## config.mk

```make
export PLATFORM = sky130hd
export DESIGN_NAME = kts_ram
export DESIGN_NICKNAME = d
export VERILOG_FILES = /design/src/sv/kts_pkg.sv /design/src/sv/kts_ram.sv
export SDC_FILE = /design/constraint.sdc
export NUM_CORES = 1
export LEC_CHECK = 0
export BUFFER_PORTS_ARGS = -buffer_cell sky130_fd_sc_hd__clkbuf_2
export CAP_MARGIN = 10
export CORE_MARGIN = 2
export CORE_UTILIZATION = 40
export DETAILED_ROUTE_END_ITERATION = 10
export GPL_TIMING_DRIVEN = 0
export MAX_ROUTING_LAYER = met4
export PLACE_DENSITY = 0.57
export SLEW_MARGIN = 20
export SYNTH_ARGS = -nofsm -noshare
export SYNTH_HDL_FRONTEND = slang
export SYNTH_SLANG_ARGS = --single-unit
export TNS_END_PERCENT = 30
```

## constraint.sdc

```tcl
create_clock -name clk -period 10.27 [get_ports clk]
set_clock_uncertainty 0.15 [all_clocks]
set_input_delay 1.027 -clock clk [delete_from_list [all_inputs] [get_ports clk]]
set_output_delay 1.027 -clock clk [all_outputs]
set_load 0.05 [all_outputs]
```

## src/sv/kts_pkg.sv

```systemverilog
// shared types and constants for the keyframe track sampler
package kts_pkg;

    localparam int MAX_TRACKS_DEF = 16;
    localparam int MAX_FRAMES_DEF = 64;
    localparam int NCOMP = 9;
    localparam int DIV_STEPS = 48;

    typedef struct packed {
        logic               mode;
        logic [63:0]        target_key;
        logic signed [31:0] sample_time;
        logic signed [31:0] pos_x;
        logic signed [31:0] pos_y;
        logic signed [31:0] pos_z;
        logic signed [31:0] rot_x;
        logic signed [31:0] rot_y;
        logic signed [31:0] rot_z;
        logic signed [31:0] scl_x;
        logic signed [31:0] scl_y;
        logic signed [31:0] scl_z;
    } req_t;

    typedef struct packed {
        logic               ok;
        logic signed [31:0] out_time;
        logic signed [31:0] out_pos_x;
        logic signed [31:0] out_pos_y;
        logic signed [31:0] out_pos_z;
        logic signed [31:0] out_rot_x;
        logic signed [31:0] out_rot_y;
        logic signed [31:0] out_rot_z;
        logic signed [31:0] out_scl_x;
        logic signed [31:0] out_scl_y;
        logic signed [31:0] out_scl_z;
    } rsp_t;

    typedef struct packed {
        logic signed [31:0]          tm;
        logic [NCOMP-1:0][31:0]      comp;
    } frame_t;

    localparam logic MODE_ADD  = 1'b0;
    localparam logic MODE_EVAL = 1'b1;

endpackage

```

## src/sv/kts_ram.sv

```systemverilog
// simple dual port ram with registered read
module kts_ram
    import kts_pkg::*;
#(
    parameter int WIDTH = 32,
    parameter int DEPTH = 16,
    parameter int AW = (DEPTH > 1) ? $clog2(DEPTH) : 1
)
(
    input  logic             clk,
    input  logic             we,
    input  logic [AW-1:0]    waddr,
    input  logic [WIDTH-1:0] wdata,
    input  logic [AW-1:0]    raddr,
    output logic [WIDTH-1:0] rdata
);

    logic [WIDTH-1:0] mem [DEPTH];

    always_ff @(posedge clk)
    begin
        if (we)
        begin
            mem[waddr] <= wdata;
        end
    end

    always_ff @(posedge clk)
    begin
        rdata <= mem[raddr];
    end

endmodule

```

==> impl_metrics.csv <==
group,metric,value,unit
timing,finalCritPeriodShare,24.4,%
detailed_routing,dr.first_iter.drc_count,1102,
cts,htreeDepth,2,
synthesis,synth_simple_gate_area_share,1.27,%
final_layout,nNetsFinal,1046,
floorplanning,num_rows,81,
cts,root_buffer,"clkbuf_16",
detailed_routing,drc,0,
setup_path,reg2reg_depth,3,
floorplanning,start_util,40.6,%
placed_design,portBuffers,71,
cts,postCtsSetupRepairBufs,0,
synthesis,synthMuxAreaShare,14.5,%
floorplanning,dieArea,51400,µm²
pwr,leakagePower,0.00758,µW
flow_run,drv_cap,0,
floorplanning,core_area,49000,µm²
setup_path,critPathRequiredTime,10430,ps
cts,clkTransAtPathRegs,60,ps
floorplanning,die_h,227,µm
global_route,antenna_found_initial,1,
cts,cts_tree,"built",
synthesis,yosysUniqueCellTypes,18,
final_layout,drive_above_1_share,33.3,%
pwr,powerDensity,199,nW/µm²
pwr,fin_total_pwr,4690,µW
synthesis,synth_compound_area_share,2.42,%
cts,numClockSinks,544,
synthesis,ys_top_cells_by_area,"edfxtp_1 (77%), mux4_2 (15%), dfxtp_1 (3.2%), a22oi_1 (2.4%), nand2_1 (0.62%)",
synthesis,ys_warn_count,0,
timing,setup_viol,0,
detailed_routing,firstDrtPassIters,6,
timing,rsz0062_at_grt,"no",
placed_design,postPlaceCellArea,21800,µm²
detailed_routing,routedWlPerCell,25.8,µm
detailed_routing,drtAntennaViolNets,0,
detailed_routing,wirelength,44.2,mm
run_status,outcome,"complete, no violations",
setup_path,start_kind,"primary input",
pwr,vdd.ir_drop.worst,0.000133,V
synthesis,syn_inst,838,
timing,setup_tns,0,ps
synthesis,ys_seq_elements,544,
global_route,grt-ovfl-total,0,
timing,finalHoldViolCount,0,
setup_path,end_kind,"register",
cts,clockBufferDepth,3,
global_route,track_usage,18.5,%
synthesis,yosys.area.top_type_share,77.4,%
synthesis,synth_top_area_cell,"edfxtp_1",
synthesis,synthAdderAreaFrac,0,%
cts,hold_buffers,0,
setup_path,crit_fanout,8,
cts,cts_resized,0,
setup_path,critPathArrivalTime,2670,ps
setup_path,crit_type,"primary input to register",
synthesis,synth_xor_area_share,0,%
cts,clk_latency,600,ps
synthesis,syn_area,19900,µm²
synthesis,ys_seq_area_share,80.7,%
timing,drv_slew,0,
timing,worst_pin_slew,947,ps
floorplanning,io_pins,74,
synthesis,syn_nets,880,
placed_design,place_hpwl,27.7,mm
final_layout,syn_to_final_growth,18.5,%
global_route,grt_pass1_wl,64.9,mm
final_layout,fin_area,23500,µm²
synthesis,synth_top_family_by_area,"multiplexers",
final_layout,fillers,4000,
global_route,grt_start_max_net_pins,19,
min_path,min_path_type,"register to register",
synthesis,syn_area_per_cell,23.7,µm²
timing,fmax,398,MHz
timing,slew_headroom,36.9,%
global_route,grt_pass1_vias,9436,
cts,cts_made_buffers,54,
timing,period_minus_slack,2510,ps
min_path,whs_path_depth,3,
detailed_routing,vias_per_cell,5.42,
placed_design,gp_congestion,0.693,
floorplanning,die_w,227,µm
detailed_routing,num_vias,9292,
-- state kept, by name (all words and copies together) (netlist names) --
signal	flops
mem	512
rdata	32
-- worst max-delay path, stage by stage --
cell	delay [ps]
clkbuf_2	100
nand3b_1	380
nor3_2	470
buf_4	290
buf_4	210
buf_4	170
-- final cells by class --
type	instances	area, µm²	share of cell area, %
tap	664	831	3.53
clock buffer	82	1560	6.61
sequential	544	16000	68.0
timing repair buffer	110	1020	4.32
buffer	43	223	0.946
clock inverter	20	164	0.696
multi-input combinational	251	3730	15.8
antenna	1	2.50	0.0106
-- worst paths after layout --
check	from	endpoint	slack [ps]
worst min-delay path	mem[14][6]	rdata[6]	520
worst min register to register	mem[14][6]	rdata[6]	520
worst max register to register	mem[0][4]	rdata[4]	8710
worst max-delay path	waddr[2]	mem[8][6]	7760
-- cells in the final DEF (no fill, tap or decap) --
master      Yosys  routed
a22oi_1        64      64
and2_1          1       1
buf_1           9       9
buf_12          0       3
buf_16          0      16
buf_2           4       4
buf_4          11      28
buf_6           2       5
bufinv_16       0       2
clkbuf_1       17      35
clkbuf_16       0      54
clkbuf_2        0      71
clkbuf_8        0      10
clkinv_1        0       6
clkinv_2        0       8
clkinv_8        0       1
clkinvlp_4      0       1
dfxtp_1        32      32
diode_2         0       1
edfxtp_1      512     512
inv_6           0       2
mux4_2        128     128
nand2_1        33      33
nand2b_1        2       2
nand3_1         1       1
nand3b_1        2       2
nor2_1         13       1
nor2_4          0      12
nor2b_1         2       2
nor3_2          0       4
or3b_2          1       1
-- Yosys cell counts --
cell type  instances
a22oi_1           64
and2_1             1
buf_1              9
buf_2              4
buf_4             11
buf_6              2
clkbuf_1          17
dfxtp_1           32
edfxtp_1         512
mux4_2           128
nand2_1           33
nand2b_1           2
nand3_1            1
nand3b_1           2
nor2_1            13
nor2b_1            2
nor3_1             4
or3b_2             1
-- per-stage QoR --
| step | setup WS, ps | hold slack, ps | utilization (%) | instances |
|---|---|---|---|---|
| floorplan | 5910 | 485 | - | 838 |
| detailed placement | 7120 | 508 | 44.6 | 1612 |
| global route | 7640 | 542 | 48.1 | 1715 |
| CTS | 7760 | 523 | 48.1 | 1714 |
| global placement | 3040 | 498 | 43.0 | 1573 |
| finish | 7760 | 521 | 48.1 | 1715 |
-- logic make-up (layout without fill, tap and decap cells) --
kind of cell,after synthesis,after routing
flip-flops,544,544
other,0,1
AO/OA/AOI/OAI,64,64
buffers and inverters,43,255
multiplexers,128,128
AND/OR/NAND/NOR,59,59
-- power breakdown --
part | switching (µW) | internal (µW) | total, µW
clock | 815 | 1090 | 1910
combinational | 186 | 96.3 | 282
sequential | 12.0 | 2480 | 2490
total | 1010 | 3670 | 4690
-- routing by layer --
metal | up-vias | GRT usage, % | wire (µm) | part of all wire (%)
met5 | - | - | 0 | 0
met4 | 0 | 4.33 | 835 | 1.9
met3 | 64 | 3.07 | 3050 | 6.9
met2 | 346 | 27.0 | 20300 | 46
met1 | 4960 | 27.3 | 20000 | 45
li1 | 3922 | - | - | -
Note: power is estimated with default switching activity, not from simulation.
