--- src/sv/kts_pkg.sv ---
// shared types and constants for the keyframe track sampler
package kts_pkg;

    localparam int MAX_TRACKS_DEF = 16;
    localparam int MAX_FRAMES_DEF = 64;
    localparam int NCOMP = 9;
    localparam int DIV_STEPS = 48;

    typedef struct packed {
        logic               mode;
        logic [63:0]        target_key;
        logic signed [31:0] sample_time;
        logic signed [31:0] pos_x;
        logic signed [31:0] pos_y;
        logic signed [31:0] pos_z;
        logic signed [31:0] rot_x;
        logic signed [31:0] rot_y;
        logic signed [31:0] rot_z;
        logic signed [31:0] scl_x;
        logic signed [31:0] scl_y;
        logic signed [31:0] scl_z;
    } req_t;

    typedef struct packed {
        logic               ok;
        logic signed [31:0] out_time;
        logic signed [31:0] out_pos_x;
        logic signed [31:0] out_pos_y;
        logic signed [31:0] out_pos_z;
        logic signed [31:0] out_rot_x;
        logic signed [31:0] out_rot_y;
        logic signed [31:0] out_rot_z;
        logic signed [31:0] out_scl_x;
        logic signed [31:0] out_scl_y;
        logic signed [31:0] out_scl_z;
    } rsp_t;

    typedef struct packed {
        logic signed [31:0]          tm;
        logic [NCOMP-1:0][31:0]      comp;
    } frame_t;

    localparam logic MODE_ADD  = 1'b0;
    localparam logic MODE_EVAL = 1'b1;

endpackage

--- src/sv/kts_div.sv ---
// bit-serial restoring divider for the interpolation fraction
module kts_div
    import kts_pkg::*;
(
    input  logic        clk,
    input  logic        rst_n,
    input  logic        start,
    input  logic [47:0] dividend,
    input  logic [31:0] divisor,
    output logic        done,
    output logic [16:0] quotient
);

    localparam int CW = $clog2(DIV_STEPS + 1);

    logic [32:0]   rem_reg, rem_next;
    logic [47:0]   dvd_reg, dvd_next;
    logic [31:0]   dsr_reg, dsr_next;
    logic [16:0]   q_reg, q_next;
    logic [CW-1:0] cnt_reg, cnt_next;
    logic          done_reg, done_next;
    logic [32:0]   sh;
    logic          fits;

    always_comb
    begin
        rem_next  = rem_reg;
        dvd_next  = dvd_reg;
        dsr_next  = dsr_reg;
        q_next    = q_reg;
        cnt_next  = cnt_reg;
        done_next = 1'b0;
        sh        = {rem_reg[31:0], dvd_reg[47]};
        fits      = (sh >= {1'b0, dsr_reg});
        if (start)
        begin
            rem_next = '0;
            dvd_next = dividend;
            dsr_next = divisor;
            q_next   = '0;
            cnt_next = CW'(DIV_STEPS);
        end
        else if (cnt_reg != '0)
        begin
            rem_next = fits ? (sh - {1'b0, dsr_reg}) : sh;
            dvd_next = {dvd_reg[46:0], 1'b0};
            q_next   = {q_reg[15:0], fits};
            cnt_next = cnt_reg - CW'(1);
            done_next = (cnt_reg == CW'(1));
        end
    end

    always_ff @(posedge clk or negedge rst_n)
    begin
        if (!rst_n)
        begin
            cnt_reg  <= '0;
            done_reg <= 1'b0;
        end
        else
        begin
            cnt_reg  <= cnt_next;
            done_reg <= done_next;
        end
    end

    always_ff @(posedge clk)
    begin
        rem_reg <= rem_next;
        dvd_reg <= dvd_next;
        dsr_reg <= dsr_next;
        q_reg   <= q_next;
    end

    assign done     = done_reg;
    assign quotient = q_reg;

endmodule
--- config.mk ---
export PLATFORM = sky130hd
export DESIGN_NAME = kts_div
export DESIGN_NICKNAME = d
export VERILOG_FILES = /design/src/sv/kts_pkg.sv /design/src/sv/kts_div.sv
export SDC_FILE = /design/constraint.sdc
export NUM_CORES = 1
export LEC_CHECK = 0
export BUFFER_PORTS_ARGS = -buffer_cell sky130_fd_sc_hd__clkbuf_2
export CAP_MARGIN = 20
export CORE_MARGIN = 4
export CORE_UTILIZATION = 30
export DETAILED_ROUTE_END_ITERATION = 8
export PLACE_DENSITY = 0.55
export SLEW_MARGIN = 20
export SYNTH_ARGS = -nofsm -noshare
export SYNTH_HDL_FRONTEND = slang
export SYNTH_SLANG_ARGS = --single-unit
export TNS_END_PERCENT = 1
--- constraint.sdc ---
create_clock -name clk -period 2.7 [get_ports clk]
set_input_delay 0.135 -clock clk [delete_from_list [all_inputs] [get_ports clk]]
set_output_delay 0.135 -clock clk [all_outputs]
set_load 0.02 [all_outputs]
==> results of run 1 <==
power by group through the flow:
stage | logic, mW | registers [mW] | clock network [mW]
floorplan | 2.36 | 2.79 | 0
global placement | 3.42 | 2.86 | 0
detailed placement | 3.42 | 2.86 | 0
CTS | 3.54 | 2.82 | 2.37
global route | 3.97 | 2.86 | 2.48
finish | 3.61 | 2.82 | 2.30
layer usage:
layer	wire, um	share of wire (%)	GRT usage (%)
met1	8300	49	18.4
met3	815	4.8	3.93
met2	7760	46	20.5
met5	0	0	0
met4	169	0.99	3.84
synth_stat cells, drive strengths merged (3+ instances only):
master	n
a21oi	51
a211oi	7
o21ai	26
o211ai	3
nor4	4
o31ai	3
inv	43
o21bai	4
and3	4
ha	34
dfxtp	49
edfxtp	80
o22ai	7
a22oi	12
nand3	11
nand4	6
mux2	47
clkbuf	12
buf	15
xnor2	21
and2	9
nor3	10
o21a	3
a221o	6
xor2	7
nor2	45
dfrtp	7
a21o	13
nand2	59
a221oi	3
a21boi	3
a2111oi	7
nand2b	4
what timing repair did:
item,in CTS,in global routing
setup buffers,1,0
endpoints found under the setup margin,6,27
pin swaps,4,10
endpoints found under the hold margin,66,3
gates resized for setup,3,16
hold buffers,60,3
cells by family after synthesis:
logic type / after synthesis / share of synthesized area [%]
AO/OA/AOI/OAI: 164 / 17.1
AND/OR/NAND/NOR: 162 / 10.7
flip-flops: 136 / 50.6
buffers and inverters: 70 / 4.17
multiplexers: 47 / 7.53
adder cells (fa/ha/maj): 35 / 6.34
XOR/XNOR: 28 / 3.49
path summary, 6_finish.rpt:
path                              start      endpoint  slack, ns  cells past startpoint
max                          dsr_reg[2]   rem_reg[18]       0.07                     10
min                         dividend[5]    dvd_reg[5]       0.02                      2
max reg2reg                  dsr_reg[2]   rem_reg[18]       0.07                     10
min reg2reg                quotient[16]  quotient[16]       0.47                      2
max in group asynchronous         rst_n    cnt_reg[3]       2.43                      2
min in group asynchronous         rst_n    cnt_reg[2]       0.09                      2
cell usage in the layout (no fill, tap or decap), drive strengths merged, types with 21 or more instances in the layout:
| cell | count |
|---|---|
| mux2 | 47 |
| clkbuf | 116 |
| buf | 49 |
| nor2 | 45 |
| xnor2 | 21 |
| dfxtp | 49 |
| inv | 52 |
| o21ai | 26 |
| nand2 | 59 |
| edfxtp | 80 |
| a21oi | 51 |
| ha | 34 |
| dlygate4sd3 | 63 |
worst register-to-register path, delay by kind of cell (launching register included):
family          cells  cell delay (ns)
compound gates      5             0.97
simple gates        3             0.86
buf+inv             1             0.05
flops               1             0.33
fa+ha+maj           1             0.38
cell type report:
| type | instances | area (um2) |
|---|---|---|
| fill | 2261 | 13400 |
| sequential | 136 | 3560 |
| multi-input combinational | 436 | 3250 |
| timing repair buffer | 211 | 1530 |
| clock buffer | 17 | 425 |
| tap | 313 | 392 |
| inverter | 43 | 161 |
| clock inverter | 15 | 155 |
==> results.md, run 1 <==
* RSZ-0062 raised after global routing: yes
* Reg clk slew, reported paths at 0.07 ns
* Crit path largest cell delay at 0.45 ns
* Final ANT Viol Nets at 0
* Critical path arrival at 3.00 ns
* Remaining global-route overflow at 0
* Core Region at 0.0228 mm2
* Fmax at 0.380 GHz
* Sequential power share at 32.3%
* Maximum vdd drop at 0.000425 V
* Final Slew Violations at 0
* Synth Instances at 642
* Longest Clk Path Bufs at 2
* Fin crit period at 2.63 ns
* Post-DP Area at 0.00818 mm2
* Post-synth EDFFs at 80
* Synth Net Count at 760
* Worst-skew pair later-pin latency at 0.42 ns
* Initial antenna violation count at 0
* RD Place Congestion at 0.825
* WP buf/inv at 1
* Remaining DRCs at 0
* Clock tree from TritonCTS: done
* Rel. slew slack at 33.0%
* DR WL/cell at 14.6 um
* Final period util at 97.5%
* Setup crit start kind: flop
* Worst Skew at 0.0106 ns
* Pwr per Cell Area at 922 mW/mm2
* Initial drt markers at 330
* Final instance area at 0.00947 mm2
* Post-Syn Area at 0.00703 mm2
* Die height at 161 um
* Int Power at 5.54 mW
* Die area at 0.0259 mm2
* Starting Density at 30.8%
* Die width at 161 um
* Synth async-reset ratio at 5.15%
* Buffers added on ports at 100
* Io pins at 101
* Vias post-DR at 5459
* Post-synthesis sequential area ratio at 50.6%
* Largest register FFs at 48
* TritonCTS Buffers at 17
* Synth top area cells: edfxtp_1 34%, dfxtp_1 14%, mux2_2 7.5%, ha_1 6.1%, a21oi_1 3.5%
* Outcome: finished clean
* Number of clock sinks at 136
* Hold Crit Class: in2reg
* Yosys top cell area share at 34.2%
* Synth area leader: edfxtp_1
* Critical Path Sink Type: flop
* Vias in the first global route at 5597
* Largest net degree at the start of global routing at 131
* Cell Rows at 55
* Post-layout instance count excluding filler cells at 1171
* Clk Tree Root Cell: clkbuf_16
* Diode count at 0
* Clock power frac at 26.4%
* Vias per inst at 4.66
* Synth Warn # at 0
* Crit path cell chain: inv_1, ha_1, nand3_1, o21bai_4, a211oi_4, o311ai_2, o211a_2, or3_4, nor3_1, a221o_1
* Prevailing post-synth register cell: edfxtp_1
* Leakage at 3.96 nW
* Final WS setup at 0.0672 ns
* Setup tns final at 0 ns
* CP Data Required Time at 3.07 ns
* Number of library cell types mapped by synthesis at 75
* Crit Path Category: reg2reg
* Post-place setup slack at -0.0561 ns
* Final Power at 8.73 mW
* H-tree depth at 4
* Sw frac at 36.5%
* TritonRoute pass-1 iters at 5
* Area Growth Syn to Fin at 34.7%
* WL final at 17000 um
* Comb power frac at 41.3%
* DP HPWL at 11600 um
* Seq cells post-synth at 136
* Worst path top cell family by delay: compound AO/OA/AOI/OAI gates
* Layout cell share with drive strength beyond 1 at 31.0%
* Worst hold slack at 0.0187 ns
* Final setup fails at 0
* Syn Area/Cell at 10.9 um2
* Gr usage total at 13.4%
* Util after Layout at 41.4%
* Slowest-stage cell, CP: or3_4
* Final hold vios at 0
* Final nets at 963
* Max FO, Critical Path at 10
* Max-Cap Viols at 0
* First-pass GRT wire length at 28200 um
* Inst Count DP at 1075
* Worst slew pin tran at 1.00 ns
* P_sw at 3.18 mW
Note: power is estimated with default switching activity, not from simulation.
==> inputs of run 2 (changes only) <==
--- a/config.mk
+++ b/config.mk
@@ -10,7 +10,7 @@
 export CORE_MARGIN = 4
 export CORE_UTILIZATION = 30
 export DETAILED_ROUTE_END_ITERATION = 8
-export PLACE_DENSITY = 0.55
+export PLACE_DENSITY = 0.53
 export SLEW_MARGIN = 20
 export SYNTH_ARGS = -nofsm -noshare
 export SYNTH_HDL_FRONTEND = slang
==> constraint.sdc (replaced) <==
create_clock -name clk -period 3.21 [get_ports clk]
set_input_delay 0.1605 -clock clk [delete_from_list [all_inputs] [get_ports clk]]
set_output_delay 0.1605 -clock clk [all_outputs]
set_load 0.02 [all_outputs]
==> run 2 against run 1 <==
Worst hold slack gained 0.0082 ns. Clock power is 13% lower. Non-clock buffer count fell by 65. Wire length fell by 1.6%. Fmax shrank 7.8%. First-iteration DRC count shrank 12%. Worst setup slack better by 0.29 ns. Register-to-register slack improved by 0.29 ns. Global-route usage decreased by 0.12 points. Highest routed layer is now met5.
==> results.md, run 2 (same netlist as run 1, synthesis figures left out) <==
* Final WS setup at 0.354 ns (+0.287 ns)
* Initial antenna violation count at 1 (+1)
* Sw frac at 36.8% (+0.27 points)
* RSZ-0062 raised after global routing: no
* Final setup fails at 0 (unchanged)
* H-tree depth at 4 (unchanged)
* Worst path top cell family by delay: compound AO/OA/AOI/OAI gates
* Largest net degree at the start of global routing at 58 (-56%)
* Hold Crit Class: in2reg
* Starting Density at 30.8% (unchanged)
* Fmax at 0.350 GHz (-7.8%)
* Diode count at 0 (unchanged)
* Worst Skew at 0.00840 ns (-0.00217 ns)
* Outcome: finished clean
* RD Place Congestion at 0.832 (+0.89%)
* Final ANT Viol Nets at 0 (unchanged)
* Leakage at 3.67 nW (-7.3%)
* Cell Rows at 55 (unchanged)
* Remaining DRCs at 0 (unchanged)
* Initial drt markers at 290 (-12%)
* Final hold vios at 0 (unchanged)
* DP HPWL at 11300 um (-2.4%)
* Maximum vdd drop at 0.000322 V (-24%)
* Gr usage total at 13.3% (-0.12 points)
* Die area at 0.0259 mm2 (unchanged)
* HP Start: dividend[34]
* Commonest cells after routing, fill and taps aside: 99 x clkbuf_2, 80 x edfxtp_1, 58 x nand2_1, 49 x a21oi_1, 49 x dfxtp_1
* Post-place setup slack at 0.373 ns (+0.429 ns)
* Worst-skew pair later-pin latency at 0.43 ns (about the same)
* Pwr per Cell Area at 787 mW/mm2 (-15%)
* Setup crit start kind: flop
* TritonRoute pass-1 iters at 4 (-1)
* Clk Tree Root Cell: clkbuf_16
* Commonest non-fill, non-tap cell in the layout: clkbuf_2
* Crit Path Category: reg2reg
* Io pins at 101 (unchanged)
* Crit path cell chain: inv_1, ha_1, fa_1, nand2b_1, a211oi_2, o211ai_2, o211ai_1, nand2_1, o31ai_1, a32o_1, a211oi_1
* Die height at 161 um (unchanged)
* Die width at 161 um (unchanged)
* Cell count of the worst reg-to-reg path at 11 (+1)
* Area Growth Syn to Fin at 25.5%
* Largest register FFs at 48 (unchanged)
* TritonCTS Buffers at 17 (unchanged)
* Comb power frac at 36.8% (-4.5 points)
* DR WL/cell at 15.2 um (+4.2%)
* Sequential power share at 34.1% (+1.8 points)
* First-pass GRT wire length at 27700 um (-1.7%)
* Number of clock sinks at 136 (unchanged)
* Resized cells post-CTS at 0 (-3)
* WL final at 16800 um (-1.6%)
* Buffers added on ports at 100 (unchanged)
* Vias per inst at 4.73 (+1.5%)
* Reg clk slew, reported paths at 0.07 ns (about the same)
* Final Slew Violations at 0 (unchanged)
* Max-Cap Viols at 0 (unchanged)
* Clock tree from TritonCTS: done
* P_sw at 2.55 mW (-20%)
* Setup tns final at 0 ns (unchanged)
* Clock power frac at 29.0% (+2.6 points)
* Crit path launch: dvd_reg[47]
* WP depth at 11 (+1)
* Core Region at 0.0228 mm2 (unchanged)
* Slowest-stage cell, CP: fa_1
* Fin crit period at 2.86 ns (+0.223 ns)
* Critical path arrival at 3.13 ns (+0.13 ns)
* CP Data Required Time at 3.49 ns (+0.42 ns)
* Int Power at 4.39 mW (-21%)
* Vias post-DR at 5232 (-4.2%)
* Longest Clk Path Bufs at 2 (unchanged)
* Worst slew pin tran at 1.01 ns (+0.00548 ns)
* Rel. slew slack at 32.6% (-0.46 points)
* Crit path largest cell delay at 0.40 ns (-0.05 ns)
* Final period util at 89.0% (-8.5 points)
* WP buf/inv at 1 (unchanged)
* Max FO, Critical Path at 3 (-7)
* Hold path depth at 2 (unchanged)
* Reg-to-reg startpoint: dvd_reg[47]
* Vias in the first global route at 5248 (-6.2%)
* Layout cell share with drive strength beyond 1 at 27.5% (-3.5 points)
* Final nets at 898 (-6.7%)
* Critical Path Sink Type: flop
* Remaining global-route overflow at 0 (unchanged)
-- run 2: cell types whose count changed in the layout (fill, tap and decap cells not counted), sizes merged --
cell	delta
buf	-36
dlygate4sd3	-29
clkinv	+1
bufinv	+1
clkinvlp	-3
inv	+1
-- run 2: power groups by stage --
stage / Sequential, mW / Clock [mW] / Combinational [mW]
4_1_cts: 2.37 / 2.09 / 2.56
3_5_place_dp: 2.40 / 0 / 2.51
6_report: 2.37 / 2.01 / 2.56
5_1_grt: 2.41 / 2.16 / 2.85
2_1_floorplan: 2.35 / 0 / 1.98
3_3_place_gp: 2.40 / 0 / 2.52
-- run 2: worst paths after layout --
| check | slack (ns) | endpoint |
|---|---|---|
| max | 0.35 | rem_reg[30] |
| min | 0.03 | dvd_reg[34] |
| max reg2reg | 0.35 | rem_reg[30] |
| min reg2reg | 0.47 | quotient[7] |
| max in group asynchronous | 2.92 | cnt_reg[4] |
| min in group asynchronous | 0.12 | cnt_reg[0] |
-- run 2: repair_timing --
item	CTS	global route
hold buffers	34	0
buffers inserted	0	0
hold endpoints to repair	40	0
-- run 2: layout make-up --
class | instances | area (um2)
timing repair buffer | 146 | 933
fill | 2294 | 14000
clock buffer | 17 | 425
tap | 313 | 392
multi-input combinational | 436 | 3180
sequential | 136 | 3560
clock inverter | 15 | 173
inverter | 43 | 161
-- run 2: through the flow --
stage          hold WS [ns]  total power [mW]  util [%]  cell area (um2)  cells
2_1_floorplan        -0.135              4.33         -             7030    642
5_1_grt             0.00610              7.42      38.6             8820   1106
6_report             0.0269              6.94      38.6             8820   1106
3_5_place_dp        0.00871              4.92      34.5             7880   1040
3_3_place_gp         0.0109              4.93      34.5             7880   1040
4_1_cts             0.00251              7.02      38.6             8820   1106
-- run 2: worst reg2reg max path, cell delays in order, from the launching register on --
cell,delay (ns)
edfxtp_1,0.35
inv_1,0.05
ha_1,0.21
fa_1,0.40
nand2b_1,0.20
a211oi_2,0.26
o211ai_2,0.16
o211ai_1,0.26
nand2_1,0.15
o31ai_1,0.38
a32o_1,0.22
a211oi_1,0.07
-- run 2: layer usage --
| layer | vias to the layer above | global-route usage, % | part of all wire (%) |
|---|---|---|---|
| li1 | 2645 | - | - |
| met1 | 2450 | 18.5 | 50 |
| met2 | 117 | 19.6 | 43 |
| met3 | 18 | 4.29 | 6.0 |
| met4 | 2 | 4.07 | 1.2 |
| met5 | - | 0 | 0.077 |
==> inputs of run 3 (changes only) <==
--- a/config.mk
+++ b/config.mk
@@ -9,7 +9,9 @@
 export CAP_MARGIN = 20
 export CORE_MARGIN = 4
 export CORE_UTILIZATION = 30
+export CTS_BUF_LIST = sky130_fd_sc_hd__clkbuf_16
 export DETAILED_ROUTE_END_ITERATION = 8
+export HOLD_SLACK_MARGIN = 0.1
 export PLACE_DENSITY = 0.53
 export SLEW_MARGIN = 20
 export SYNTH_ARGS = -nofsm -noshare
==> run 3 against run 2 <==
Clock-buffer cell count did not move. Die area did not move. Non-clock buffer count increased by 47. Sequential power is essentially flat. Sequential share of layout area decreased by 2.0 points. Combinational power up 2%. Clock skew rose by 0.0032 ns. Wire length is 3.3% higher. Largest power group unchanged. First-iteration DRC count is 1.4% higher. Core utilization grew 2.1 points. Critical path type unchanged. Global-route usage rose by 0.40 points.
==> results.md, run 3 (same netlist as run 1, synthesis figures left out) <==
* Max-Cap Viols at 0 (unchanged)
* Setup crit start kind: flop
* Outcome: finished clean
* Final nets at 945 (+5.2%)
* Gr usage total at 13.7% (+0.40 points)
* Util after Layout at 40.7% (+2.1 points)
* H-tree depth at 4 (unchanged)
* Final hold vios at 0 (unchanged)
* Vias per inst at 4.69 (-0.94%)
* Longest Clk Path Bufs at 2 (unchanged)
* Largest register FFs at 48 (unchanged)
* Io pins at 101 (unchanged)
* CP Data Required Time at 3.48 ns (about the same)
* Largest net degree at the start of global routing at 58 (unchanged)
* Commonest cells after routing, fill and taps aside: 99 x clkbuf_2, 81 x dlygate4sd3_1, 80 x edfxtp_1, 58 x nand2_1
* Final ANT Viol Nets at 0 (unchanged)
* Pwr per Cell Area at 753 mW/mm2 (-4.4%)
* Maximum vdd drop at 0.000322 V (about the same)
* Register area at 0.00356 mm2 (unchanged)
* Worst hold slack at 0.124 ns (+0.0973 ns)
* Initial antenna violation count at 0 (-1)
* Clk Tree Root Cell: clkbuf_16
* Setup tns final at 0 ns (unchanged)
* Crit Path Category: reg2reg
* Rel. slew slack at 31.5% (-1.1 points)
* TritonCTS Buffers at 17 (unchanged)
* Worst slew pin tran at 1.03 ns (+0.0179 ns)
* Die width at 161 um (unchanged)
* Leakage at 3.87 nW (+5.3%)
* Diode count at 0 (unchanged)
* Remaining global-route overflow at 0 (unchanged)
* WL final at 17300 um (+3.3%)
* Final setup fails at 0 (unchanged)
* Critical path arrival at 3.11 ns (-0.02 ns)
* Area Growth Syn to Fin at 32.2%
* RSZ-0062 raised after global routing: no
* Post-DP Area at 0.00788 mm2 (unchanged)
* Max FO, Critical Path at 3 (unchanged)
* Die area at 0.0259 mm2 (unchanged)
* First-pass GRT wire length at 28600 um (+3.2%)
* Final period util at 88.4% (-0.53 points)
* Commonest non-fill, non-tap cell in the layout: clkbuf_2
* TritonRoute pass-1 iters at 5 (+1)
* Hold Crit Class: in2async
* Fin crit period at 2.84 ns (-0.0170 ns)
* Reg clk slew, reported paths at 0.07 ns (about the same)
* Die height at 161 um (unchanged)
* Area of the multi-input gates at 0.00318 mm2 (unchanged)
* Buffers added on ports at 100 (unchanged)
* Initial drt markers at 294 (+1.4%)
* DP HPWL at 11300 um (unchanged)
* Postcts setup bufs at 0 (unchanged)
* RD Place Congestion at 0.832 (unchanged)
* Final instance area at 0.00929 mm2 (+5.3%)
* Cell Rows at 55 (unchanged)
* Fillers at 2230 (-2.8%)
* DR WL/cell at 15.0 um (-0.90%)
* Vias in the first global route at 5448 (+3.8%)
* Vias post-DR at 5403 (+3.3%)
* Fmax at 0.352 GHz (+0.60%)
* Core Region at 0.0228 mm2 (unchanged)
* Number of clock sinks at 136 (unchanged)
* Worst-skew pair later-pin latency at 0.43 ns (about the same)
* Final Slew Violations at 0 (unchanged)
* Clock tree from TritonCTS: done
* Layout cell share with drive strength beyond 1 at 26.0% (-1.5 points)
* Worst Skew at 0.0116 ns (+0.00322 ns)
* Remaining DRCs at 0 (unchanged)
* Starting Density at 30.8% (unchanged)
* Critical Path Sink Type: flop
run 3: cell types whose count changed in the layout (fill, tap and decap cells not counted):
cell,previous run,this run
dlygate4sd3_1,34,81
run 3: critical path, stage by stage (launching register included):
cell      delay [ns]
edfxtp_1        0.34
inv_1           0.04
ha_1            0.21
fa_1            0.40
nand2b_1        0.20
a211oi_2        0.26
o211ai_2        0.16
o211ai_1        0.25
nand2_1         0.15
o31ai_1         0.37
a32o_1          0.22
a211oi_1        0.07
run 3: through the flow:
step                cells  setup WS (ns)  power, mW
floorplan             642          0.668       4.33
global placement     1040          0.425       4.93
detailed placement   1040          0.373       4.92
CTS                  1153          0.337       7.06
global route         1153          0.147       7.46
finish               1153          0.371       6.99
run 3: worst paths after layout:
path,startpoint,endpoint,slack (ns),depth (start not counted)
worst min register to register,quotient[7],quotient[7],0.47,2
worst max register to register,dvd_reg[47],rem_reg[30],0.37,11
worst min-delay path,rst_n,cnt_reg[0],0.12,2
worst max-delay path,dvd_reg[47],rem_reg[30],0.37,11
max in group asynchronous,rst_n,cnt_reg[2],2.91,2
min in group clk,start,dsr_reg[3],0.21,1
run 3: timing repair:
item                       CTS  global route
hold endpoints to repair    87             0
hold buffers                81             0
setup endpoints to repair    0             0
resized for setup            0             0
run 3: layout make-up:
cell class / count / share of cell area, %
Clock buffer: 17 / 4.58
Sequential cell: 136 / 38.3
Clock inverter: 15 / 1.86
Multi-Input combinational cell: 436 / 34.2
Timing Repair Buffer: 193 / 15.1
Inverter: 43 / 1.74
Tap cell: 313 / 4.22
run 3: metal layers:
layer  up-vias  wire (um)  share of wire (%)  track usage, %
met3        11        778                4.5            3.57
met4         0        159               0.92            4.07
li1       2736          -                  -               -
met2       114       7790                 45            21.1
met1      2542       8610                 50            18.9
met5         -          0                  0               0
run 3: where the power goes:
part           internal [mW]  switching [mW]
sequential              2.16           0.207
combinational           1.15            1.46
clock                   1.12           0.894
total                   4.43            2.57
